**config.mk**
```make
export PLATFORM = sky130hd
export DESIGN_NAME = fsge_div
export DESIGN_NICKNAME = d
export VERILOG_FILES = /design/src/rtl/fsge_pkg.sv /design/src/rtl/fsge_div.sv
export SDC_FILE = /design/constraint.sdc
export NUM_CORES = 1
export LEC_CHECK = 0
export BUFFER_PORTS_ARGS = -buffer_cell sky130_fd_sc_hd__buf_2
export CAP_MARGIN = 5
export CORE_MARGIN = 2
export CORE_UTILIZATION = 25
export DETAILED_ROUTE_END_ITERATION = 16
export GPL_TIMING_DRIVEN = 0
export SETUP_SLACK_MARGIN = 0.3
export SKIP_LAST_GASP = 1
export SYNTH_ARGS = -nofsm -noshare
export SYNTH_HDL_FRONTEND = slang
export SYNTH_SLANG_ARGS = --single-unit
export TNS_END_PERCENT = 5
```
**constraint.sdc**
```tcl
create_clock -name clock -period 6.05 [get_ports clock]
set_input_delay 0.9075 -clock clock [delete_from_list [all_inputs] [get_ports clock]]
set_output_delay 0.9075 -clock clock [all_outputs]
set_load 0.03 [all_outputs]
```
**src/rtl/fsge_pkg.sv**
```systemverilog
package fsge_pkg;

   // Grid geometry defaults
   localparam int GRID_WIDTH_DEF  = 64;
   localparam int GRID_HEIGHT_DEF = 64;
   localparam int ADDR_W_DEF      = $clog2(GRID_WIDTH_DEF) + $clog2(GRID_HEIGHT_DEF);

   // Field widths
   localparam int CELL_W      = 8;
   localparam int PTR_W       = 12;
   localparam int READ_XY_W   = 6;
   localparam int SCALE_W     = 5;
   localparam int DIV_W       = 2 * SCALE_W;
   localparam int SEED_W      = 16;
   localparam int OP_W        = 2;
   localparam int CSR_INDEX_W = 2;
   localparam int REQ_DATA_W  = 48;
   localparam int RSP_DATA_W  = 8;

   // Operation codes
   localparam logic [OP_W-1:0] OP_PAINT = 2'd0;
   localparam logic [OP_W-1:0] OP_STEP  = 2'd1;
   localparam logic [OP_W-1:0] OP_READ  = 2'd2;

   // Register indexes
   localparam logic [CSR_INDEX_W-1:0] CSR_DISPLAY_SCALE = 2'd0;
   localparam logic [CSR_INDEX_W-1:0] CSR_CELL_PIXELS   = 2'd1;
   localparam logic [CSR_INDEX_W-1:0] CSR_RANDOM_SEED   = 2'd2;

   // Galois feedback mask of the direction generator (shift right)
   localparam logic [SEED_W-1:0] LFSR_MASK = 16'hB400;

   typedef enum logic [3:0] {
      ST_CLEAR,
      ST_IDLE,
      ST_DIV,
      ST_P_RD,
      ST_P_CHK,
      ST_RD_CUR,
      ST_RD_BELOW,
      ST_CHK_BELOW,
      ST_CHK_DIAG,
      ST_MOVE_CLR,
      ST_READ_WAIT,
      ST_FINISH
   } state_type;

   // Completion reported by the sequencer
   typedef struct packed {
      logic              valid;
      logic [OP_W-1:0]   kind;
      logic [CELL_W-1:0] value;
   } done_type;

endpackage

```
**src/rtl/fsge_div.sv**
```systemverilog
module fsge_div (
   input  logic                       clock,
   input  logic                       reset,
   input  logic                       start,
   input  logic [fsge_pkg::PTR_W-1:0] dividend_x,
   input  logic [fsge_pkg::PTR_W-1:0] dividend_y,
   input  logic [fsge_pkg::DIV_W-1:0] divisor,
   output logic                       done,
   output logic [fsge_pkg::PTR_W-1:0] quot_x,
   output logic [fsge_pkg::PTR_W-1:0] quot_y
);
   import fsge_pkg::*;

   localparam int CNT_W = $clog2(PTR_W);
   localparam logic [CNT_W-1:0] CNT_LAST = CNT_W'(PTR_W - 1);

   logic             busy_ff, busy_in;
   logic             done_ff, done_in;
   logic [CNT_W-1:0] cnt_ff, cnt_in;
   logic [DIV_W-1:0] d_ff, d_in;
   logic [PTR_W-1:0] qx_ff, qx_in, qy_ff, qy_in;
   logic [DIV_W-1:0] rx_ff, rx_in, ry_ff, ry_in;
   logic [DIV_W:0]   stage_x, stage_y;

   // One restoring step: returns {quotient bit, new remainder}
   function automatic logic [DIV_W:0] div_stage(input logic [DIV_W-1:0] r,
                                                input logic             b,
                                                input logic [DIV_W-1:0] d);
      logic [DIV_W:0] t;
      logic [DIV_W:0] diff;
      t    = {r, b};
      diff = t - {1'b0, d};
      if (t >= {1'b0, d}) begin
         return {1'b1, diff[DIV_W-1:0]};
      end
      return {1'b0, t[DIV_W-1:0]};
   endfunction

   assign stage_x = div_stage(rx_ff, qx_ff[PTR_W-1], d_ff);
   assign stage_y = div_stage(ry_ff, qy_ff[PTR_W-1], d_ff);

   always_comb begin
      busy_in = busy_ff;
      done_in = 1'b0;
      cnt_in  = cnt_ff;
      d_in    = d_ff;
      qx_in   = qx_ff;
      qy_in   = qy_ff;
      rx_in   = rx_ff;
      ry_in   = ry_ff;
      if (start) begin
         busy_in = 1'b1;
         cnt_in  = '0;
         d_in    = divisor;
         qx_in   = dividend_x;
         qy_in   = dividend_y;
         rx_in   = '0;
         ry_in   = '0;
      end else if (busy_ff) begin
         // shift one dividend bit in, one quotient bit out per cycle
         qx_in  = {qx_ff[PTR_W-2:0], stage_x[DIV_W]};
         qy_in  = {qy_ff[PTR_W-2:0], stage_y[DIV_W]};
         rx_in  = stage_x[DIV_W-1:0];
         ry_in  = stage_y[DIV_W-1:0];
         cnt_in = cnt_ff + CNT_W'(1);
         if (cnt_ff == CNT_LAST) begin
            busy_in = 1'b0;
            done_in = 1'b1;
         end
      end
   end

   always_ff @(posedge clock) begin
      if (reset) begin
         busy_ff <= 1'b0;
         done_ff <= 1'b0;
      end else begin
         busy_ff <= busy_in;
         done_ff <= done_in;
      end
   end

   always_ff @(posedge clock) begin
      cnt_ff <= cnt_in;
      d_ff   <= d_in;
      qx_ff  <= qx_in;
      qy_ff  <= qy_in;
      rx_ff  <= rx_in;
      ry_ff  <= ry_in;
   end

   assign done   = done_ff;
   assign quot_x = qx_ff;
   assign quot_y = qy_ff;

endmodule

```
# ---- Yosys cells after proc, flatten, opt, wreduce, memory -nomap -nowiden
# Index checks and enable logic that the tools add are counted.
dict set report word_totals {
  output_inout_bits 25
  elab_cells 31
  ff_bits 60
  rom_bits 0
  ramBits 0
  latchBits 0
  n_memories 0
}
dict set report classes {
  div_mod_pow 0
  n_addsub 3
  shift 0
  eq_ne 1
  magnitude_cmp 2
  mux 14
  bitwise 1
  multipliers 0
  n_reduce_logical 2
}
# operator n
set op_table {}
lappend op_table {{12-bit two-way mux} 4}
lappend op_table {{11-bit two-way mux} 4}
lappend op_table {{11-bit by 10-bit >= comparator with 1-bit output} 2}
lappend op_table {{10-bit subtractor} 2}
lappend op_table {{1-bit two-way mux} 6}
lappend op_table {{4-bit by 1-bit adder with 4-bit output (second input constant)} 1}
lappend op_table {{4-bit == test (second input constant)} 1}
lappend op_table {{3-bit OR reduction} 1}
lappend op_table {{2-bit nonzero test} 1}
lappend op_table {{1-bit NOT} 1}

# ---- Longest topological paths before layout
dict set report depth {
  depth_word 5
  mapped_depth 10
}

# ---- Worst setup path after synthesis
# No wires, ideal clock.
dict set report synth_path {
  path_type {input-to-reg}
  from {in start}
  to {reg ry_ff[6]}
  path_stages 5
  path_buffers 1
  slack_ns 3.843
  t_arrival_ns 2.091
  required_time_ns 5.934
  path_cell_list {clkbuf_1 nor2_1 inv_1 o32ai_1 a31o_2}
}
# item line
set synth_lines {}
lappend synth_lines {{from (decl)} fsge_div.sv:4} ;# input logic start,
lappend synth_lines {{to (signal assigned)} fsge_div.sv:89} ;# ry_ff <= ry_in;
lappend synth_lines {{to (decl)} fsge_div.sv:22} ;# logic [DIV_W-1:0] rx_ff, rx_in, ry_ff, ry_in;

==> reports/qor.yml <==
finish:
  area_delta_synth_final_pct: 24.67
  nNetsFinal: 442
  final_area_um2: 4293
  fin_cells: 563
  layout_common_cells: "61 x buf_2, 34 x edfxtp_1, 26 x dfxtp_1"
  drive_above_1_share_pct: 31.01
  final_common_cell: "buf_2"
  diodes: 0
  fill_cells: 1397
worst_setup_path:
  end_kind: "flip-flop"
  path_max_fanout: 25
  r2r_setup_slack_ps: 3560
  critical_path_class: "in2reg"
  critPathLaunchType: "input port"
  cp.arrival_ps: 2780
  crit_required_ps: 6270
drt:
  drtPass1Iterations: 4
  drt_wl_total_um: 8159
  drt_iter0_drc: 71
  drcViolationCount: 0
  ant_nets: 0
  vias_per_cell: 4.666
  post_drt_wl_per_cell_um: 14.49
  vias: 2627
global_route:
  grt_pass1_wl_um: 13250
  grt.busiest_layer: "met2"
  grt_max_degree: 26
  grt_util_met1_pct: 14.89
  use_met3_pct: 3.242
  grt_pass1_vias: 2731
  grt_usage_pct: 11.54
  use_met2_pct: 18.40
  antenna_found_initial: 0
  globalRoute.totalOverflow: 0
timing:
  worstMarginPinSlew_ps: 951.9
  finalSetupTns_ps: 0
  min_period_ps: 2564
  finalHoldViolCount: 0
  skew_ps: 4.228
  post-route-period-util_pct: 42.38
  slew_violations: 0
  setup_viol: 0
  max_freq_mhz: 390.0
  rsz0062_at_grt: "false"
  max_slew_margin_pct: 36.47
  setup_ws_ps: 3486
place:
  portBuffers: 61
  dp_hpwl_um: 6049
  gp_congestion: 0.9870
  pre_cts_ws_ps: 3035
  dpl_cell_area_um2: 3969
  placedCellCount: 547
synthesis:
  yosysWarnings: 0
  netlist_instances: 310
  synthTopCellsByArea: "edfxtp_1 30%, dfxtp_1 15%, mux2_2 7.8%, ha_1 7.6%, mux2i_1 3.5%"
  syn_area_um2: 3443
  synth_edf_count: 34
  synth_top_area_cell: "edfxtp_1"
  synthArstFlopShare_pct: 0
  syn-mean-instance-area_um2: 11.11
  synth_seq_area_share_pct: 44.77
  synth_top_cell_area_share_pct: 29.65
  synth_fp_nets: 370
  ys_ff_latch: 60
  synthFlopType: "edfxtp_1"
  netlist-cell-type-count: 53
min_path:
  hold_class: "reg2reg"
floorplan:
  start_util_pct: 25.80
  dieArea_um2: 14730
  die_x_um: 121.4
  num_rows: 42
  num_io_pins: 62
  die_h_um: 121.4
  core_area_um2: 13350
clocking:
  clockBufferDepth: 2
  clock_latency_ps: 330
  post_cts_buffers: 0
  numCtsBuffers: 9
  cts_tree: "done"
  cts-root-buf: "clkbuf_16"
  ctsResizeCount: 0
  htree_levels: 3
  clock-sinks: 60
  cts_hold_buffers: 0
  clkTransAtPathRegs_ps: 60
run:
  cap_violations: 0
power:
  leakage_nw: 1.785
  vdd_drop_max_mv: 0.1527
  power.density_nw_per_um2: 307.3
run_status:
  status: "complete, no violations"
-- power breakdown --
group / internal [mW] / switching, mW / total (mW)
sequential: 0.470 / 0.0202 / 0.490
clock: 0.363 / 0.198 / 0.562
combinational: 0.110 / 0.157 / 0.267
total: 0.943 / 0.376 / 1.32
-- through the flow --
step | total power, mW | hold slack (ps) | utilization, %
2_1_floorplan | 0.6932 | 450.1 | -
3_3_place_gp | 0.7596 | 470.3 | 29.73
3_5_place_dp | 0.7650 | 476.3 | 29.73
4_1_cts | 1.329 | 487.9 | 32.16
5_1_grt | 1.377 | 516.5 | 32.16
6_report | 1.319 | 486.6 | 32.16
-- path summary, 6_finish.rpt --
kind,from,end,cells after the start
setup / recovery,start,ry_ff[6],6
hold / removal,ry_ff[5],ry_ff[5],2
setup reg to reg,d_ff[8],quot_y[0],8
hold reg to reg,ry_ff[5],ry_ff[5],2
-- flip-flops by register name (all words and copies together), names as in the netlist --
signal,cells
quot_x,12
quot_y,12
d_ff,10
rx_ff,10
ry_ff,10
cnt_ff,4
busy_ff,1
done,1
-- cells by family (layout without fill, tap and decap cells) --
group | Yosys count | count (layout) | share of synthesized area, %
compound gates | 68 | 68 | 15.12
flops | 60 | 60 | 44.77
fa+ha+maj | 23 | 23 | 8.794
simple gates | 79 | 79 | 11.12
xor+xnor | 15 | 15 | 3.816
buf+inv | 29 | 106 | 5.051
mux | 36 | 36 | 11.34
-- cells in the mapped netlist (4+ instances only) --
cell type and n:
nand3_1 9, a211oi_1 8, mux2_2 24, nand2_1 22, mux2i_1 12, dfxtp_1 26, inv_1 18, clkbuf_1 4
nor2_1 20, o21ai_0 11, nor3_1 5, nand2b_1 6, a21oi_1 15, xnor2_1 7, nor2b_1 4, clkbuf_8 5
ha_1 21, edfxtp_1 34, nand4_1 4, xor2_1 8
-- worst max-delay path, stage by stage --
cell	delay [ps]
buf_2	270
clkbuf_1	340
nor2_1	90
inv_1	700
o32ai_1	200
a31o_2	260
-- cell type report --
cell class / count / area, µm² / share of cell area [%]
repair buffers: 61 / 305.3 / 7.112
multi-input cells: 221 / 1728 / 40.25
clock buffers: 9 / 225.2 / 5.246
clock inverters: 7 / 98.84 / 2.303
plain buffers: 11 / 106.4 / 2.477
flip-flops and latches: 60 / 1541 / 35.91
well taps: 176 / 220.2 / 5.130
inverters: 18 / 67.56 / 1.574
-- routing by layer --
| metal | vias to the layer above | share of wire (%) | wire [µm] |
|---|---|---|---|
| li1 | 1295 | - | - |
| met1 | 1270 | 46 | 3728 |
| met2 | 52 | 48 | 3904 |
| met3 | 10 | 4.8 | 389 |
| met4 | 0 | 1.7 | 136 |
| met5 | - | 0 | 0 |
No activity file was read; power rests on OpenSTA's default activity.
