$ cat config.mk
export PLATFORM = sky130hd
export DESIGN_NAME = fsge_ctrl
export DESIGN_NICKNAME = d
export VERILOG_FILES = /design/src/rtl/fsge_pkg.sv /design/src/rtl/fsge_ctrl.sv
export SDC_FILE = /design/constraint.sdc
export NUM_CORES = 1
export LEC_CHECK = 0
export ABC_AREA = 1
export BUFFER_PORTS_ARGS = -buffer_cell sky130_fd_sc_hd__buf_4
export CAP_MARGIN = 20
export CORE_MARGIN = 5
export CORE_UTILIZATION = 50
export CTS_CLUSTER_SIZE = 10
export DETAILED_ROUTE_END_ITERATION = 8
export PLACE_DENSITY = 0.74
export SYNTH_ARGS = -nofsm -noshare
export SYNTH_HDL_FRONTEND = slang
export SYNTH_SLANG_ARGS = --single-unit
$ cat constraint.sdc
create_clock -name clock -period 3.2 [get_ports clock]
set_input_delay 0.16 -clock clock [delete_from_list [all_inputs] [get_ports clock]]
set_output_delay 0.16 -clock clock [all_outputs]
set_load 0.1 [all_outputs]
$ cat src/rtl/fsge_pkg.sv
package fsge_pkg;

   // Grid geometry defaults
   localparam int GRID_WIDTH_DEF  = 64;
   localparam int GRID_HEIGHT_DEF = 64;
   localparam int ADDR_W_DEF      = $clog2(GRID_WIDTH_DEF) + $clog2(GRID_HEIGHT_DEF);

   // Field widths
   localparam int CELL_W      = 8;
   localparam int PTR_W       = 12;
   localparam int READ_XY_W   = 6;
   localparam int SCALE_W     = 5;
   localparam int DIV_W       = 2 * SCALE_W;
   localparam int SEED_W      = 16;
   localparam int OP_W        = 2;
   localparam int CSR_INDEX_W = 2;
   localparam int REQ_DATA_W  = 48;
   localparam int RSP_DATA_W  = 8;

   // Operation codes
   localparam logic [OP_W-1:0] OP_PAINT = 2'd0;
   localparam logic [OP_W-1:0] OP_STEP  = 2'd1;
   localparam logic [OP_W-1:0] OP_READ  = 2'd2;

   // Register indexes
   localparam logic [CSR_INDEX_W-1:0] CSR_DISPLAY_SCALE = 2'd0;
   localparam logic [CSR_INDEX_W-1:0] CSR_CELL_PIXELS   = 2'd1;
   localparam logic [CSR_INDEX_W-1:0] CSR_RANDOM_SEED   = 2'd2;

   // Galois feedback mask of the direction generator (shift right)
   localparam logic [SEED_W-1:0] LFSR_MASK = 16'hB400;

   typedef enum logic [3:0] {
      ST_CLEAR,
      ST_IDLE,
      ST_DIV,
      ST_P_RD,
      ST_P_CHK,
      ST_RD_CUR,
      ST_RD_BELOW,
      ST_CHK_BELOW,
      ST_CHK_DIAG,
      ST_MOVE_CLR,
      ST_READ_WAIT,
      ST_FINISH
   } state_type;

   // Completion reported by the sequencer
   typedef struct packed {
      logic              valid;
      logic [OP_W-1:0]   kind;
      logic [CELL_W-1:0] value;
   } done_type;

endpackage

$ cat src/rtl/fsge_ctrl.sv
module fsge_ctrl #(
   parameter int GRID_WIDTH  = fsge_pkg::GRID_WIDTH_DEF,
   parameter int GRID_HEIGHT = fsge_pkg::GRID_HEIGHT_DEF,
   parameter int ADDR_W      = fsge_pkg::ADDR_W_DEF
) (
   input  logic                           clock,
   input  logic                           reset,
   input  logic                           req_valid,
   output logic                           req_ready,
   input  logic [fsge_pkg::OP_W-1:0]      req_op,
   input  logic [fsge_pkg::CELL_W-1:0]    req_paint_value,
   input  logic [fsge_pkg::READ_XY_W-1:0] req_cell_x,
   input  logic [fsge_pkg::READ_XY_W-1:0] req_cell_y,
   output logic                           div_start,
   input  logic                           div_done,
   input  logic [fsge_pkg::PTR_W-1:0]     quot_x,
   input  logic [fsge_pkg::PTR_W-1:0]     quot_y,
   input  logic                           seed_load,
   input  logic [fsge_pkg::SEED_W-1:0]    seed_value,
   input  logic                           out_free,
   output fsge_pkg::done_type             done,
   output logic                           mem_wr_en,
   output logic [ADDR_W-1:0]              mem_wr_addr,
   output logic [fsge_pkg::CELL_W-1:0]    mem_wr_data,
   output logic                           mem_rd_en,
   output logic [ADDR_W-1:0]              mem_rd_addr,
   input  logic [fsge_pkg::CELL_W-1:0]    mem_rd_data
);
   import fsge_pkg::*;

   localparam int XW = $clog2(GRID_WIDTH);
   localparam int YW = $clog2(GRID_HEIGHT);
   localparam int CW = PTR_W + 1;
   localparam logic [CW-1:0] W_C     = CW'(GRID_WIDTH);
   localparam logic [CW-1:0] H_C     = CW'(GRID_HEIGHT);
   localparam logic [XW-1:0] X_LAST  = XW'(GRID_WIDTH - 1);
   localparam logic [YW-1:0] Y_START = YW'(GRID_HEIGHT - 2);

   state_type         state_ff, state_in;
   logic [OP_W-1:0]   op_ff, op_in;
   logic [CELL_W-1:0] pv_ff, pv_in;
   logic [1:0]        corner_ff, corner_in;
   logic [XW-1:0]     x_ff, x_in, nx_ff, nx_in;
   logic [YW-1:0]     y_ff, y_in;
   logic [CELL_W-1:0] cur_ff, cur_in, value_ff, value_in;
   logic              hit_ff, hit_in;
   logic [SEED_W-1:0] lfsr_ff, lfsr_in, lfsr_step;
   logic [ADDR_W-1:0] clr_ff, clr_in;

   logic              accept, read_hit, paint_in, paint_rd, last_corner;
   logic              last_cell, adv, go_right;
   logic [CW-1:0]     rx_c, ry_c, px_c, py_c;
   logic [ADDR_W-1:0] paint_addr, read_addr;
   logic [YW-1:0]     y_below;
   logic [XW-1:0]     nx_calc;
   state_type         next_cell;

   assign req_ready = (state_ff == ST_IDLE);
   assign accept    = req_valid && req_ready;

   assign rx_c      = CW'(req_cell_x);
   assign ry_c      = CW'(req_cell_y);
   assign read_hit  = (rx_c < W_C) && (ry_c < H_C);
   assign read_addr = {rx_c[XW-1:0], ry_c[YW-1:0]};

   // corners in order: top-left, top-right, bottom-right, bottom-left
   assign px_c        = CW'(quot_x) + CW'(corner_ff == 2'd1 || corner_ff == 2'd2);
   assign py_c        = CW'(quot_y) + CW'(corner_ff[1]);
   assign paint_in    = (px_c < W_C) && (py_c < H_C);
   assign paint_addr  = {px_c[XW-1:0], py_c[YW-1:0]};
   assign paint_rd    = paint_in && (pv_ff != '0);
   assign last_corner = (corner_ff == 2'd3);

   assign y_below   = y_ff + YW'(1);
   assign last_cell = (y_ff == '0) && (x_ff == X_LAST);
   assign next_cell = last_cell ? ST_FINISH : ST_RD_CUR;

   // blocked particle: pick a diagonal, mirror it at the side walls
   assign lfsr_step = {1'b0, lfsr_ff[SEED_W-1:1]} ^ (lfsr_ff[0] ? LFSR_MASK : '0);
   assign go_right  = lfsr_ff[0] ? (x_ff != X_LAST) : (x_ff == '0);
   assign nx_calc   = go_right ? x_ff + XW'(1) : x_ff - XW'(1);

   always_comb begin
      state_in = state_ff;
      unique case (state_ff)
         ST_CLEAR: begin
            if (clr_ff == '1) state_in = ST_IDLE;
         end
         ST_IDLE: begin
            if (accept) begin
               unique case (req_op)
                  OP_PAINT: state_in = ST_DIV;
                  OP_STEP:  state_in = ST_RD_CUR;
                  OP_READ:  state_in = ST_READ_WAIT;
                  default:  state_in = ST_FINISH;
               endcase
            end
         end
         ST_DIV: begin
            if (div_done) state_in = ST_P_RD;
         end
         ST_P_RD: begin
            if (paint_rd) state_in = ST_P_CHK;
            else if (last_corner) state_in = ST_FINISH;
         end
         ST_P_CHK:     state_in = last_corner ? ST_FINISH : ST_P_RD;
         ST_RD_CUR:    state_in = ST_RD_BELOW;
         ST_RD_BELOW:  state_in = (mem_rd_data == '0) ? next_cell : ST_CHK_BELOW;
         ST_CHK_BELOW: state_in = (mem_rd_data == '0) ? ST_MOVE_CLR : ST_CHK_DIAG;
         ST_CHK_DIAG:  state_in = (mem_rd_data == '0) ? ST_MOVE_CLR : next_cell;
         ST_MOVE_CLR:  state_in = next_cell;
         ST_READ_WAIT: state_in = ST_FINISH;
         ST_FINISH: begin
            if (out_free) state_in = ST_IDLE;
         end
         default:      state_in = ST_IDLE;
      endcase
   end

   always_comb begin
      mem_wr_en   = 1'b0;
      mem_wr_addr = '0;
      mem_wr_data = '0;
      mem_rd_en   = 1'b0;
      mem_rd_addr = '0;
      div_start   = 1'b0;
      adv         = 1'b0;
      op_in       = op_ff;
      pv_in       = pv_ff;
      corner_in   = corner_ff;
      x_in        = x_ff;
      y_in        = y_ff;
      nx_in       = nx_ff;
      cur_in      = cur_ff;
      value_in    = value_ff;
      hit_in      = hit_ff;
      lfsr_in     = lfsr_ff;
      clr_in      = clr_ff;
      unique case (state_ff)
         ST_CLEAR: begin
            mem_wr_en   = 1'b1;
            mem_wr_addr = clr_ff;
            clr_in      = clr_ff + ADDR_W'(1);
         end
         ST_IDLE: begin
            if (accept) begin
               op_in     = req_op;
               pv_in     = req_paint_value;
               corner_in = '0;
               x_in      = '0;
               y_in      = Y_START;
               value_in  = '0;
               hit_in    = read_hit;
               div_start = (req_op == OP_PAINT);
               if (req_op == OP_READ && read_hit) begin
                  mem_rd_en   = 1'b1;
                  mem_rd_addr = read_addr;
               end
            end
         end
         ST_DIV: begin
         end
         ST_P_RD: begin
            if (paint_rd) begin
               mem_rd_en   = 1'b1;
               mem_rd_addr = paint_addr;
            end else begin
               // erase writes blindly; out-of-grid corners drop
               mem_wr_en   = paint_in;
               mem_wr_addr = paint_addr;
               corner_in   = corner_ff + 2'd1;
            end
         end
         ST_P_CHK: begin
            mem_wr_en   = (mem_rd_data == '0);
            mem_wr_addr = paint_addr;
            mem_wr_data = pv_ff;
            corner_in   = corner_ff + 2'd1;
         end
         ST_RD_CUR: begin
            mem_rd_en   = 1'b1;
            mem_rd_addr = {x_ff, y_ff};
         end
         ST_RD_BELOW: begin
            cur_in = mem_rd_data;
            if (mem_rd_data == '0) begin
               adv = 1'b1;
            end else begin
               mem_rd_en   = 1'b1;
               mem_rd_addr = {x_ff, y_below};
            end
         end
         ST_CHK_BELOW: begin
            if (mem_rd_data == '0) begin
               mem_wr_en   = 1'b1;
               mem_wr_addr = {x_ff, y_below};
               mem_wr_data = cur_ff;
            end else begin
               lfsr_in     = lfsr_step;
               nx_in       = nx_calc;
               mem_rd_en   = 1'b1;
               mem_rd_addr = {nx_calc, y_below};
            end
         end
         ST_CHK_DIAG: begin
            if (mem_rd_data == '0) begin
               mem_wr_en   = 1'b1;
               mem_wr_addr = {nx_ff, y_below};
               mem_wr_data = cur_ff;
            end else begin
               adv = 1'b1;
            end
         end
         ST_MOVE_CLR: begin
            mem_wr_en   = 1'b1;
            mem_wr_addr = {x_ff, y_ff};
            adv         = 1'b1;
         end
         ST_READ_WAIT: begin
            if (hit_ff) value_in = mem_rd_data;
         end
         ST_FINISH: begin
         end
         default: begin
         end
      endcase
      // scan order: rows bottom to top, then next column
      if (adv) begin
         if (y_ff == '0) begin
            y_in = Y_START;
            x_in = x_ff + XW'(1);
         end else begin
            y_in = y_ff - YW'(1);
         end
      end
      if (seed_load) begin
         lfsr_in = (seed_value == '0) ? SEED_W'(1) : seed_value;
      end
   end

   assign done.valid = (state_ff == ST_FINISH);
   assign done.kind  = op_ff;
   assign done.value = value_ff;

   always_ff @(posedge clock) begin
      if (reset) begin
         state_ff <= ST_CLEAR;
         clr_ff   <= '0;
         lfsr_ff  <= SEED_W'(1);
      end else begin
         state_ff <= state_in;
         clr_ff   <= clr_in;
         lfsr_ff  <= lfsr_in;
      end
   end

   always_ff @(posedge clock) begin
      op_ff     <= op_in;
      pv_ff     <= pv_in;
      corner_ff <= corner_in;
      x_ff      <= x_in;
      y_ff      <= y_in;
      nx_ff     <= nx_in;
      cur_ff    <= cur_in;
      value_ff  <= value_in;
      hit_ff    <= hit_in;
   end

   a_no_rw_overlap: assert property (@(posedge clock) disable iff (reset)
      !(mem_wr_en && mem_rd_en))
      else $error("cell memory read and written in one cycle");

   a_lfsr_live: assert property (@(posedge clock) disable iff (reset)
      lfsr_ff != '0)
      else $error("direction generator stuck at zero");

   a_scan_in_grid: assert property (@(posedge clock) disable iff (reset)
      (state_ff == ST_RD_CUR) |-> (x_ff <= X_LAST && y_ff <= Y_START))
      else $error("step scan left the grid");

   a_div_follows: assert property (@(posedge clock) disable iff (reset)
      div_start |=> (state_ff == ST_DIV))
      else $error("divider started outside a paint request");

   a_finish_holds: assert property (@(posedge clock) disable iff (reset)
      (state_ff == ST_FINISH && !out_free) |=> (state_ff == ST_FINISH))
      else $error("completion dropped while output register busy");

endmodule

=== Word level (Yosys, flattened, before mapping) ===
Cells that the tools add are included.
W data, S select, Z words.

* $add $sub $neg: 8
* Order comparisons: 4
* Equality and inequality tests: 27
* Multiplexer cells: 57
* Bitwise gates (word level): 2
* Reductions and logical operators: 29

{| class="wikitable"
|+ Operators by type and width
! kind !! count
|-
| $mux W12 || 8
|-
| $mux W16 || 5
|-
| $pmux W12 S6 || 1
|-
| $pmux W12 S5 || 1
|-
| $mux W6 || 9
|-
| $pmux W4 S12 || 1
|-
| $mux W4 || 10
|-
| $pmux W8 S2 || 2
|-
| $add A12 B1 Y13 || 2
|-
| $lt A13 B7 Y1 const B || 2
|-
| $mux W8 || 3
|-
| $eq A4 B3 Y1 const B || 4
|-
| $eq A4 B4 Y1 const B || 4
|-
| $logic_not A16 Y1 || 1
|-
| $xor A15 B16 Y16 || 1
|-
| $lt A6 B7 Y1 const B || 2
|-
| $add A12 B1 Y12 const B || 1
|-
| $add A6 B1 Y6 const B || 2
|-
| $eq A12 B12 Y1 const B || 1
|-
| $logic_not A6 Y1 || 2
|-
| $ne A2 B2 Y1 const B || 6
|-
| $pmux W4 S3 || 1
|-
| $sub A6 B1 Y6 const B || 2
|-
| $mux W1 || 10
|-
| 26 further kinds || 46
|}

* Bits in registers: 79
* Bits of input ports: 76
* Output and inout port bits: 47
* Logic and storage cells: 139

=== Longest topological paths before layout ===
Gate-level depths: netlist of run 1.

* Depth in word-level cells: 8
* Gate-level depth with buffers: 17
* Mapped depth without buffers: 17

=== Least setup slack after synthesis of run 1 ===
OpenSTA, ideal clock, no wires.

* Path type: reg2out
* Start: reg state_ff[0]
* End: out div_start
* Arrival time: 4381 ps
* Data required time: 3040 ps
* Setup slack: -1341 ps
* Stages on the path, launching flop included: 9
* Path buffers: 0
* Cells stage by stage: dfxtp_1 inv_1 nor2_1 inv_1 nor2_2 inv_1 nor2_1 inv_1 nor3_1

* Longest elaborated chain between the ends: 4

{| class="wikitable"
|+ RTL lines
! element !! line !! RTL
|-
| start, declared || fsge_ctrl.sv:39 || <nowiki>state_type state_ff, state_in;</nowiki>
|-
| start signal, assigned || fsge_ctrl.sv:251 || <nowiki>state_ff <= state_in;</nowiki>
|-
| $eq A4 B1 Y1 * || fsge_ctrl.sv:58 || <nowiki>assign req_ready = (state_ff == ST_IDLE);</nowiki>
|-
| named net req_ready || fsge_ctrl.sv:9 || <nowiki>output logic req_ready,</nowiki>
|-
| $logic_and A1 B1 Y1 || fsge_ctrl.sv:59 || <nowiki>assign accept = req_valid && req_ready;</nowiki>
|-
| $mux W1 || fsge_ctrl.sv:146 || <nowiki>if (accept) begin</nowiki>
|-
| $mux W1 * || fsge_ctrl.sv:139 || <nowiki>unique case (state_ff)</nowiki>
|-
| end, declared || fsge_ctrl.sv:14 || <nowiki>output logic div_start,</nowiki>
|}

The timed path passes the listed nets; every way through them passes the cells marked *.

=== Worst setup path in the final report of run 1 ===
* Start: reg corner_ff[1]
* End: out mem_wr_addr[7]

* Longest elaborated chain between the ends: 8

{| class="wikitable"
|+ RTL lines
! element !! line !! RTL
|-
| start, declared || fsge_ctrl.sv:42 || <nowiki>logic [1:0] corner_ff, corner_in;</nowiki>
|-
| start signal, assigned || fsge_ctrl.sv:260 || <nowiki>corner_ff <= corner_in;</nowiki>
|-
| $eq A2 B1 Y1 / $eq A2 B2 Y1 (equally long branches) || fsge_ctrl.sv:67 || <nowiki>assign px_c = CW'(quot_x) + CW'(corner_ff == 2'd1 || corner_ff == 2'd2);</nowiki>
|-
| $logic_or A1 B1 Y1 || fsge_ctrl.sv:67 ||
|-
| $add A12 B1 Y13 || fsge_ctrl.sv:67 ||
|-
| $lt A13 B7 Y1 || fsge_ctrl.sv:69 || <nowiki>assign paint_in = (px_c < W_C) && (py_c < H_C);</nowiki>
|-
| $logic_and A1 B1 Y1 || fsge_ctrl.sv:69 ||
|-
| $logic_and A1 B1 Y1 || fsge_ctrl.sv:71 || <nowiki>assign paint_rd = paint_in && (pv_ff != '0);</nowiki>
|-
| $mux W12 || fsge_ctrl.sv:164 || <nowiki>if (paint_rd) begin</nowiki>
|-
| $pmux W12 S6 * || fsge_ctrl.sv:139 ||
|-
| end, declared || fsge_ctrl.sv:23 || <nowiki>output logic [ADDR_W-1:0] mem_wr_addr,</nowiki>
|}

Mark *: on every way between the ends. The rest lies on a longest branch, timed or not.

==> flow_metrics.env, run 1 <==
export IMPL_outcome="completed"
export IMPL_slew_violations=0
export IMPL_num_rows=36
export IMPL_worstPathMaxFanout=13
export IMPL_grt_pass1_vias=5005
export IMPL_clockPowerShare_pct=24.7
export IMPL_worstMarginPinSlew_ns=0.911
export IMPL_cp_arrival_ns=2.93
export IMPL_port_buffers=122
export IMPL_vias=5288
export IMPL_place_hpwl_um=11900
export IMPL_fin_setup_tns_ns=0
export IMPL_dp_slack_ns=0.177
export IMPL_syn_cell_area_um2=5020
export IMPL_post_place_cells=925
export IMPL_ys_seq_elements=78
export IMPL_antenna_found_initial=0
export IMPL_die_h_um=110
export IMPL_final_cell_mix="nand2_1 (155), buf_4 (116), inv_1 (94)"
export IMPL_crit_type="reg2out"
export IMPL_yosysSeqAreaShare_pct=39.1
export IMPL_fmax_mhz=323
export IMPL_crit_required_ns=3.04
export IMPL_relSlewSlack_pct=38.6
export IMPL_path_clk_slew_ns=0.08
export IMPL_ant_nets=0
export IMPL_timing_hold_violations_final=0
export IMPL_p_int_uw=1850
export IMPL_cts_tree="built"
export IMPL_fin_cells=961
export IMPL_grt_pass1_wl_um=24000
export IMPL_fin_util_pct=68.4
export IMPL_avgViaCountPerCell=5.50
export IMPL_cap_violations=0
export IMPL_cp_cell_sequence="ha_2, ha_2, nand3_1, o21ai_0, nand3_1, nor2_1, nand3_1, nor2_2, nand2_2, nand2_4, nand2_8, nand2_1, o2111ai_1, buf_6"
export IMPL_ir_worst_vdd_mv=0.370
export IMPL_initialDrtViolationCount=416
export IMPL_setup_viol=0
export IMPL_path_common_cell="nand3_1"
export IMPL_start_util_pct=51.3
export IMPL_critical_path_max_stage_delay_ns=0.41
export IMPL_avgSynthCellArea_um2=7.38
export IMPL_synth_cells=680
export IMPL_holdCritStartpoint="seed_value[15]"
export IMPL_yosysWarnings=0
export IMPL_num_io_pins=123
export IMPL_synth_cell_types=41
export IMPL_grt_max_degree=26
export IMPL_grt_use_total_pct=25.5
export IMPL_cp_slowest_cell="edfxtp_1"
export IMPL_wl_per_cell_um=16.2
export IMPL_cts_sinks=78
export IMPL_chipWidth_um=110
export IMPL_crit_buf_inv=1
export IMPL_period_needed_ns=3.09
export IMPL_htree_num_levels=3
export IMPL_grt_overflow_total=0
export IMPL_r2r_start="corner_ff[1]"
export IMPL_p_sw_uw=1200
export IMPL_fin_ws_ns=0.108
export IMPL_finalWirelength_um=15500
export IMPL_cp_top_family="simple AND/OR/NAND/NOR gates"
export IMPL_rrSetupSlack_ns=0.60
export IMPL_synth_nets=768
export IMPL_synth_largest_area_cell="edfxtp_1"
export IMPL_final_common_cell="nand2_1"
export IMPL_post_route_period_util_pct=96.6
export IMPL_coreArea_um2=9770
export IMPL_p_per_area_nw_per_um2=456
export IMPL_synthToLayoutAreaGrowth_pct=33.2
export IMPL_fin_nets=911
export IMPL_clock_root_buffer="clkbuf_8"
export IMPL_insertion_delay_ns=0.36
export IMPL_worstSetupEndpointType="primary output"
export IMPL_firstDrtPassIters=8
export IMPL_cts_buffers=9
export IMPL_power_uw=3050
export IMPL_skew_ns=0.0116
export IMPL_drive_gt1_share_pct=22.5
export IMPL_cp_start_kind="register"
export IMPL_gp_congestion=0.939
export IMPL_cts_buffer_depth=2
export IMPL_pwr_share_seq_pct=40.1
export IMPL_synth_top_area_share_pct=23.9
export IMPL_die_area_um2=12100
export IMPL_yosys_top_cells_area="edfxtp_1 (24%), dfxtp_1 (15%), nand2_1 (12%)"
export IMPL_combPwrFrac_pct=35.2
export IMPL_power_leakage_uw=0.00289
export IMPL_antenna_cells=0
export IMPL_setup_worst_path_start="corner_ff[1]"
export IMPL_drcViolationCount=0
export IMPL_hold_path_class="in2reg"
export IMPL_switching_share_pct=39.2
layer usage:
layer / GRT usage (%) / routed length (µm) / vias up
met4: 11.3 / 461 / 0
met5: 0 / 0 / -
met2: 41.4 / 7170 / 205
met3: 5.18 / 1100 / 36
met1: 32.9 / 6810 / 2456
li1: - / - / 2591
per-stage QoR:
step                      area (µm²)  hold slack [ns]
after floorplan                 5040            0.259
after global placement          6100            0.343
after detailed placement        6100            0.343
after CTS                       6520           0.0295
after global routing            6680           0.0296
final                           6680           0.0429
power groups by stage:
stage | combinational, µW | sequential [µW] | clock (µW)
finish | 1070 | 1220 | 753
global route | 1160 | 1240 | 817
CTS | 1040 | 1220 | 757
detailed placement | 1010 | 1240 | 0
global placement | 995 | 1240 | 0
floorplan | 673 | 1280 | 0
path summary, 6_finish.rpt:
| check | to | depth (start not counted) |
|---|---|---|
| setup reg to reg | corner_ff[1] | 13 |
| hold / removal | lfsr_ff[15] | 3 |
| setup / recovery | mem_wr_addr[7] | 14 |
| hold reg to reg | lfsr_ff[2] | 2 |
area by class of cell:
cell class	instances	area, µm²
clock buffer	10	128
clock inverter	6	71.3
fill	834	3090
inverter	96	360
multi-input combinational	488	2740
sequential	78	1960
tap	133	166
timing repair buffer	150	1260
cells by family after synthesis:
family | count (synthesis) | share of synthesized area, %
fa+ha+maj | 12 | 2.99
simple gates | 318 | 27.9
buf+inv | 114 | 8.78
flops | 78 | 39.1
compound gates | 133 | 16.9
xor+xnor | 25 | 4.36
tightest hold or removal path, stage by stage:
cell     delay (ns)
buf_4          0.09
a21oi_1        0.05
nor2_1         0.07
Yosys cell counts, drive strengths merged:
cell     count
a211oi       7
a21oi       37
a221oi       2
a22o         8
a22oi       12
a311oi       1
a31oi        4
a41oi        1
buf          5
clkbuf      13
clkinv       1
dfxtp       38
edfxtp      40
ha          12
inv         95
nand2      161
nand3       42
nand3b       2
nand4       15
nor2        75
nor3        13
nor3b        2
nor4         7
o2111ai      8
o211ai       8
o21a         2
o21ai       35
o22ai        6
o311ai       1
o32ai        1
or2          1
xnor2        5
xor2        20
registers in the layout, summed over array words and instances, names as in the netlist:
name / cells
op_ff: 2
state_ff: 4
pv_ff: 8
x_ff: 6
clr_ff: 12
cur_ff: 8
lfsr_ff: 16
corner_ff: 2
value_ff: 8
nx_ff: 6
y_ff: 6
timing repair:
item                       in CTS  in global routing
pin swaps                       1                  6
resized for setup              10                 34
hold buffers                   16                  0
setup endpoints to repair      25                 25
setup buffers                   3                  1
hold endpoints to repair       16                  0
Power figures use the tool's default switching activity.
==> run 2: changes to the inputs <==
--- a/config.mk
+++ b/config.mk
@@ -9,10 +9,10 @@
 export BUFFER_PORTS_ARGS = -buffer_cell sky130_fd_sc_hd__buf_4
 export CAP_MARGIN = 20
 export CORE_MARGIN = 5
-export CORE_UTILIZATION = 50
+export CORE_UTILIZATION = 54
 export CTS_CLUSTER_SIZE = 10
 export DETAILED_ROUTE_END_ITERATION = 8
-export PLACE_DENSITY = 0.74
+export PLACE_DENSITY = 0.8
 export SYNTH_ARGS = -nofsm -noshare
 export SYNTH_HDL_FRONTEND = slang
 export SYNTH_SLANG_ARGS = --single-unit
==> run 2 against run 1 <==
Total power rose by 3.2%. Design area fell by 0.86%. Critical path depth rose by 2.
==> flow_metrics.env, run 2 (synthesis gave the netlist of run 1 again) <==
export IMPL_die_h_um=106
export IMPL_cp_start_kind="register"
export IMPL_cts_sinks=78
export IMPL_drcViolationCount=0
export IMPL_critical_path_max_stage_delay_ns=0.44
export IMPL_seqCellArea_um2=1960
export IMPL_fin_nets=915
export IMPL_num_rows=35
export IMPL_r2r_start="corner_ff[0]"
export IMPL_path_common_cell="nand2_1"
export IMPL_fin_cells=943
export IMPL_final_common_cell="nand2_1"
export IMPL_fin_setup_tns_ns=0
export IMPL_reg_largest_list="lfsr_ff (16), clr_ff (12)"
export IMPL_cp_top_family="simple AND/OR/NAND/NOR gates"
export IMPL_cp_arrival_ns=2.90
export IMPL_fillCellCount=743
export IMPL_p_per_area_nw_per_um2=475
export IMPL_coreArea_um2=9150
export IMPL_holdCritStartpoint="req_op[1]"
export IMPL_timing_hold_violations_final=0
export IMPL_multi_input_area_um2=2690
export IMPL_hold_path_class="in2reg"
export IMPL_post_place_cells=903
export IMPL_avgViaCountPerCell=5.71
export IMPL_gp_congestion=1.00
export IMPL_htree_num_levels=3
export IMPL_final_cell_mix="nand2_1 (156), buf_4 (123), inv_1 (94)"
export IMPL_power_uw=3150
export IMPL_chipWidth_um=106
export IMPL_grt_max_degree=26
export IMPL_fmax_mhz=327
export IMPL_port_buffers=122
export IMPL_grt_use_total_pct=27.8
export IMPL_cap_violations=0
export IMPL_wl_per_cell_um=16.8
export IMPL_cp_slowest_cell="edfxtp_1"
export IMPL_grt_overflow_total=0
export IMPL_worstMarginPinSlew_ns=0.792
export IMPL_cts_buffer_depth=2
export IMPL_cts_buffers=9
export IMPL_ir_worst_vdd_mv=0.332
export IMPL_crit_required_ns=3.04
export IMPL_drive_gt1_share_pct=21.9
export IMPL_path_clk_slew_ns=0.09
export IMPL_skew_ns=0.0227
export IMPL_place_hpwl_um=11800
export IMPL_slew_violations=0
export IMPL_grt_pass1_vias=5119
export IMPL_firstDrtPassIters=6
export IMPL_crit_type="reg2out"
export IMPL_cp_cell_sequence="ha_4, ha_2, inv_1, nor2_4, nand3_1, nand2_1, nand2_1, nor2_1, nand3_1, nor2_2, nand2_2, nor2_4, buf_4, nand2_1, o2111ai_1, buf_6"
export IMPL_power_leakage_uw=0.00289
export IMPL_num_io_pins=123
export IMPL_setup_worst_path_start="corner_ff[0]"
export IMPL_vias=5386
export IMPL_cts_tree="built"
export IMPL_hold_slack_ns=0.0227
export IMPL_initialDrtViolationCount=346
export IMPL_antenna_found_initial=0
export IMPL_post_route_period_util_pct=95.6
export IMPL_insertion_delay_ns=0.37
export IMPL_period_needed_ns=3.06
export IMPL_start_util_pct=54.8
export IMPL_finalWirelength_um=15900
export IMPL_antenna_cells=0
export IMPL_die_area_um2=11300
export IMPL_largest_reg_flops=16
export IMPL_regMostFlops="lfsr_ff"
export IMPL_synthToLayoutAreaGrowth_pct=32.1
export IMPL_outcome="completed"
export IMPL_crit_buf_inv=3
export IMPL_clock_root_buffer="clkbuf_8"
export IMPL_ant_nets=0
export IMPL_worstPathMaxFanout=4
export IMPL_worstSetupEndpointType="primary output"
export IMPL_rsz0062_at_grt="true"
export IMPL_relSlewSlack_pct=46.7
export IMPL_grt_pass1_wl_um=25200
export IMPL_setup_viol=0
## run 2: cell types whose count changed in the layout (fill, tap and decap cells not counted), moves of 2 or more
| cell | previous run | this run |
|---|---|---|
| buf_12 | 2 | 0 |
| o2111ai_2 | 5 | 0 |
| o2111ai_1 | 3 | 8 |
| buf_4 | 116 | 123 |
## run 2: layout make-up
| cell class | count | area share (%) |
|---|---|---|
| clock buffers | 9 | 1.87 |
| clock inverters | 7 | 1.47 |
| inverters | 96 | 5.44 |
| multi-input cells | 488 | 40.6 |
| flip-flops and latches | 78 | 29.6 |
| well taps | 111 | 2.10 |
| repair buffers | 154 | 18.9 |
## run 2: timing repair
item	CTS	global route
setup endpoints to repair	18	25
hold buffers	16	0
endpoints found under the hold margin	16	0
setup buffers	3	5
pin swaps	1	5
resized for setup	4	22
## run 2: worst reg2reg max path, stage by stage, from the launching register on
cell and delay [ns]:
edfxtp_1 0.44, ha_4 0.30, ha_2 0.20, inv_1 0.08
nor2_4 0.13, nand3_1 0.10, nand2_1 0.07, nand2_1 0.05
nor2_1 0.08, nand3_1 0.10, nor2_2 0.15, nand2_2 0.12
buf_4 0.15, nand3_1 0.09, nand2_2 0.10, inv_1 0.09
nand2_1 0.05, a21oi_1 0.18
## run 2: stage by stage
step | util [%] | instance area (µm²) | worst slack, ns
6_report | 72.4 | 6630 | 0.141
5_1_grt | 72.4 | 6630 | -0.0332
4_1_cts | 70.9 | 6490 | 0.00451
3_5_place_dp | 66.3 | 6070 | 0.227
3_3_place_gp | 66.3 | 6070 | 0.388
2_1_floorplan | - | 5040 | 0.0307
## run 2: where the power goes
group	internal, µW	total, µW	leakage (µW)	switching (µW)
sequential	1150	1230	0.000662	79.3
clock	442	845	0.000107	402
combinational	338	1080	0.00213	738
## run 2: path summary, 6_finish.rpt
path / slack, ns / cells past startpoint / end
setup / recovery: 0.14 / 16 / mem_rd_addr[6]
hold / removal: 0.02 / 1 / op_ff[1]
setup reg to reg: 0.65 / 17 / state_ff[1]
hold reg to reg: 0.47 / 2 / lfsr_ff[2]
## run 2: layer usage
layer	vias up	track usage (%)	share of wire, %
li1	2600	-	-
met1	2479	36.2	41
met2	275	45.6	47
met3	32	6.38	9.3
met4	0	9.25	3.1
met5	-	0	0
==> run 3: changes to the inputs <==
--- a/config.mk
+++ b/config.mk
@@ -9,10 +9,10 @@
 export BUFFER_PORTS_ARGS = -buffer_cell sky130_fd_sc_hd__buf_4
 export CAP_MARGIN = 20
 export CORE_MARGIN = 5
-export CORE_UTILIZATION = 54
+export CORE_UTILIZATION = 38
 export CTS_CLUSTER_SIZE = 10
 export DETAILED_ROUTE_END_ITERATION = 8
-export PLACE_DENSITY = 0.8
+export PLACE_DENSITY = 0.59
 export SYNTH_ARGS = -nofsm -noshare
 export SYNTH_HDL_FRONTEND = slang
 export SYNTH_SLANG_ARGS = --single-unit
==> run 3 against run 2 <==
Global-route usage decreased by 7.9 points. Design area increased by 2.0%. Register-to-register slack about the same. Clock skew decreased by 0.014 ns. Largest power group unchanged.
==> flow_metrics.env, run 3 (synthesis gave the netlist of run 1 again) <==
export IMPL_period_needed_ns=3.04
export IMPL_drive_gt1_share_pct=22.1
export IMPL_clockPowerShare_pct=29.7
export IMPL_regMostFlops="lfsr_ff"
export IMPL_path_clk_slew_ns=0.06
export IMPL_cp_cell_sequence="ha_4, ha_1, nand2_1, nor2_4, nand3_1, nand2_1, nand2_1, nor2_1, nand3_1, nor2_2, nand2_2, nor2_4, buf_4, nand2_1, o2111ai_1, buf_6"
export IMPL_grt_use_total_pct=19.9
export IMPL_cts_tree="built"
export IMPL_gp_congestion=0.928
export IMPL_htree_num_levels=3
export IMPL_hold_end="cur_ff[3]"
export IMPL_wl_per_cell_um=16.0
export IMPL_pwr_share_seq_pct=37.7
export IMPL_fin_util_pct=51.6
export IMPL_port_buffers=122
export IMPL_chipWidth_um=125
export IMPL_cts_buffer_depth=2
export IMPL_largest_reg_flops=16
export IMPL_firstDrtPassIters=5
export IMPL_synthToLayoutAreaGrowth_pct=34.7
export IMPL_reg2regPathDepth=15
export IMPL_antenna_found_initial=0
export IMPL_worstMarginPinSlew_ns=0.653
export IMPL_vias=5216
export IMPL_insertion_delay_ns=0.34
export IMPL_fillCellCount=1286
export IMPL_holdPathStages=1
export IMPL_cp_top_family="simple AND/OR/NAND/NOR gates"
export IMPL_dpl_cell_area_um2=6150
export IMPL_grt_pass1_wl_um=25300
export IMPL_crit_buf_inv=2
export IMPL_worstPathMaxFanout=5
export IMPL_grt_overflow_total=0
export IMPL_drcViolationCount=0
export IMPL_final_cell_mix="nand2_1 (156), buf_4 (123), inv_1 (94)"
export IMPL_p_sw_uw=1230
export IMPL_start_util_pct=38.3
export IMPL_finalWirelength_um=16100
export IMPL_skew_ns=0.00910
export IMPL_fmax_mhz=329
export IMPL_holdCritStartpoint="mem_rd_data[3]"
export IMPL_reg_largest_list="lfsr_ff (16), clr_ff (12)"
export IMPL_place_hpwl_um=12500
export IMPL_cts_sinks=78
export IMPL_cp_start_kind="register"
export IMPL_ant_nets=0
export IMPL_die_h_um=125
export IMPL_grt_max_degree=26
export IMPL_r2r_start="corner_ff[0]"
export IMPL_cp_slowest_cell="edfxtp_1"
export IMPL_r2r_end="corner_ff[1]"
export IMPL_clock_root_buffer="clkbuf_16"
export IMPL_coreArea_um2=13100
export IMPL_timing_hold_violations_final=0
export IMPL_cp_arrival_ns=2.88
export IMPL_initialDrtViolationCount=442
export IMPL_crit_type="reg2out"
export IMPL_final_common_cell="nand2_1"
export IMPL_relSlewSlack_pct=56.2
export IMPL_design_area_um2=6760
export IMPL_p_per_area_nw_per_um2=481
export IMPL_die_area_um2=15600
export IMPL_num_rows=42
export IMPL_switching_share_pct=38.0
export IMPL_post_route_period_util_pct=95.0
export IMPL_critical_path_max_stage_delay_ns=0.44
export IMPL_setup_viol=0
export IMPL_antenna_cells=0
export IMPL_outcome="completed"
export IMPL_cts_buffers=9
export IMPL_power_leakage_uw=0.00291
export IMPL_hold_path_class="in2reg"
export IMPL_slew_violations=0
export IMPL_power_uw=3250
export IMPL_cap_violations=0
export IMPL_p_int_uw=2020
export IMPL_hold_slack_ns=0.0173
export IMPL_fin_nets=912
export IMPL_num_io_pins=123
export IMPL_path_common_cell="nand2_1"
export IMPL_crit_cells=16
export IMPL_rrSetupSlack_ns=0.65
export IMPL_avgViaCountPerCell=5.19
export IMPL_worstSetupEndpointType="primary output"
export IMPL_crit_required_ns=3.04
export IMPL_grt_pass1_vias=4926
export IMPL_ir_worst_vdd_mv=0.225
export IMPL_combPwrFrac_pct=32.5
run 3: metal layers:
metal  GRT usage [%]  part of all wire (%)  vias up  wire [µm]
met4            4.97                   1.3        0        211
met1            27.1                    46     2418       7370
li1                -                     -     2591          -
met2            31.5                    46      190       7460
met5               0                     0        -          0
met3            5.62                   6.5       17       1050
run 3: area by class of cell:
class                   instances  area (µm²)  area share, %
clock buffers                   9         225           3.33
inverters                      96         360           5.33
multi-input cells             488        2710           40.1
clock inverters                 7        55.1          0.815
flip-flops and latches         78        1960           29.0
well taps                     176         220           3.26
repair buffers                151        1220           18.1
run 3: worst reg2reg max path: stages (launching register included):
cell	delay, ns
edfxtp_1	0.44
ha_4	0.32
ha_1	0.14
nand2_1	0.11
nor2_4	0.15
nand3_1	0.08
nand2_1	0.06
nand2_1	0.05
nor2_1	0.08
nand3_1	0.09
nor2_2	0.17
nand2_2	0.12
nor2_4	0.14
inv_2	0.13
o311ai_1	0.10
inv_1	0.12
run 3: per-stage QoR:
step                      setup TNS (ns)  setup slack [ns]  instances
final                                  0             0.161       1005
after global routing            -0.00424          -0.00378       1005
after CTS                              0            0.0112       1002
after detailed placement               0             0.206        968
after global placement                 0             0.323        968
after floorplan                        0            0.0307        680
run 3: what timing repair did:
item | in CTS | in global routing
endpoints found under the hold margin | 15 | 0
buffers inserted | 3 | 3
gates resized for setup | 6 | 23
endpoints found under the setup margin | 23 | 25
hold buffers | 15 | 0
pin swaps | 1 | 4
run 3: power groups by stage:
| stage | sequential [µW] | combinational (µW) | clock (µW) |
|---|---|---|---|
| 4_1_cts | 1220 | 1030 | 991 |
| 3_3_place_gp | 1240 | 1000 | 0 |
| 6_report | 1230 | 1060 | 966 |
| 3_5_place_dp | 1240 | 1010 | 0 |
| 2_1_floorplan | 1280 | 673 | 0 |
| 5_1_grt | 1230 | 1150 | 1030 |
run 3: worst max-delay path by stage:
stage	startpoint	end
3_3_place_gp	corner_ff[1]	mem_rd_addr[8]
5_1_grt	corner_ff[1]	mem_rd_addr[1]
6_report	corner_ff[0]	mem_rd_addr[1]
3_5_place_dp	corner_ff[1]	mem_rd_addr[9]
2_1_floorplan	corner_ff[1]	mem_wr_addr[7]
4_1_cts	corner_ff[1]	mem_rd_addr[1]
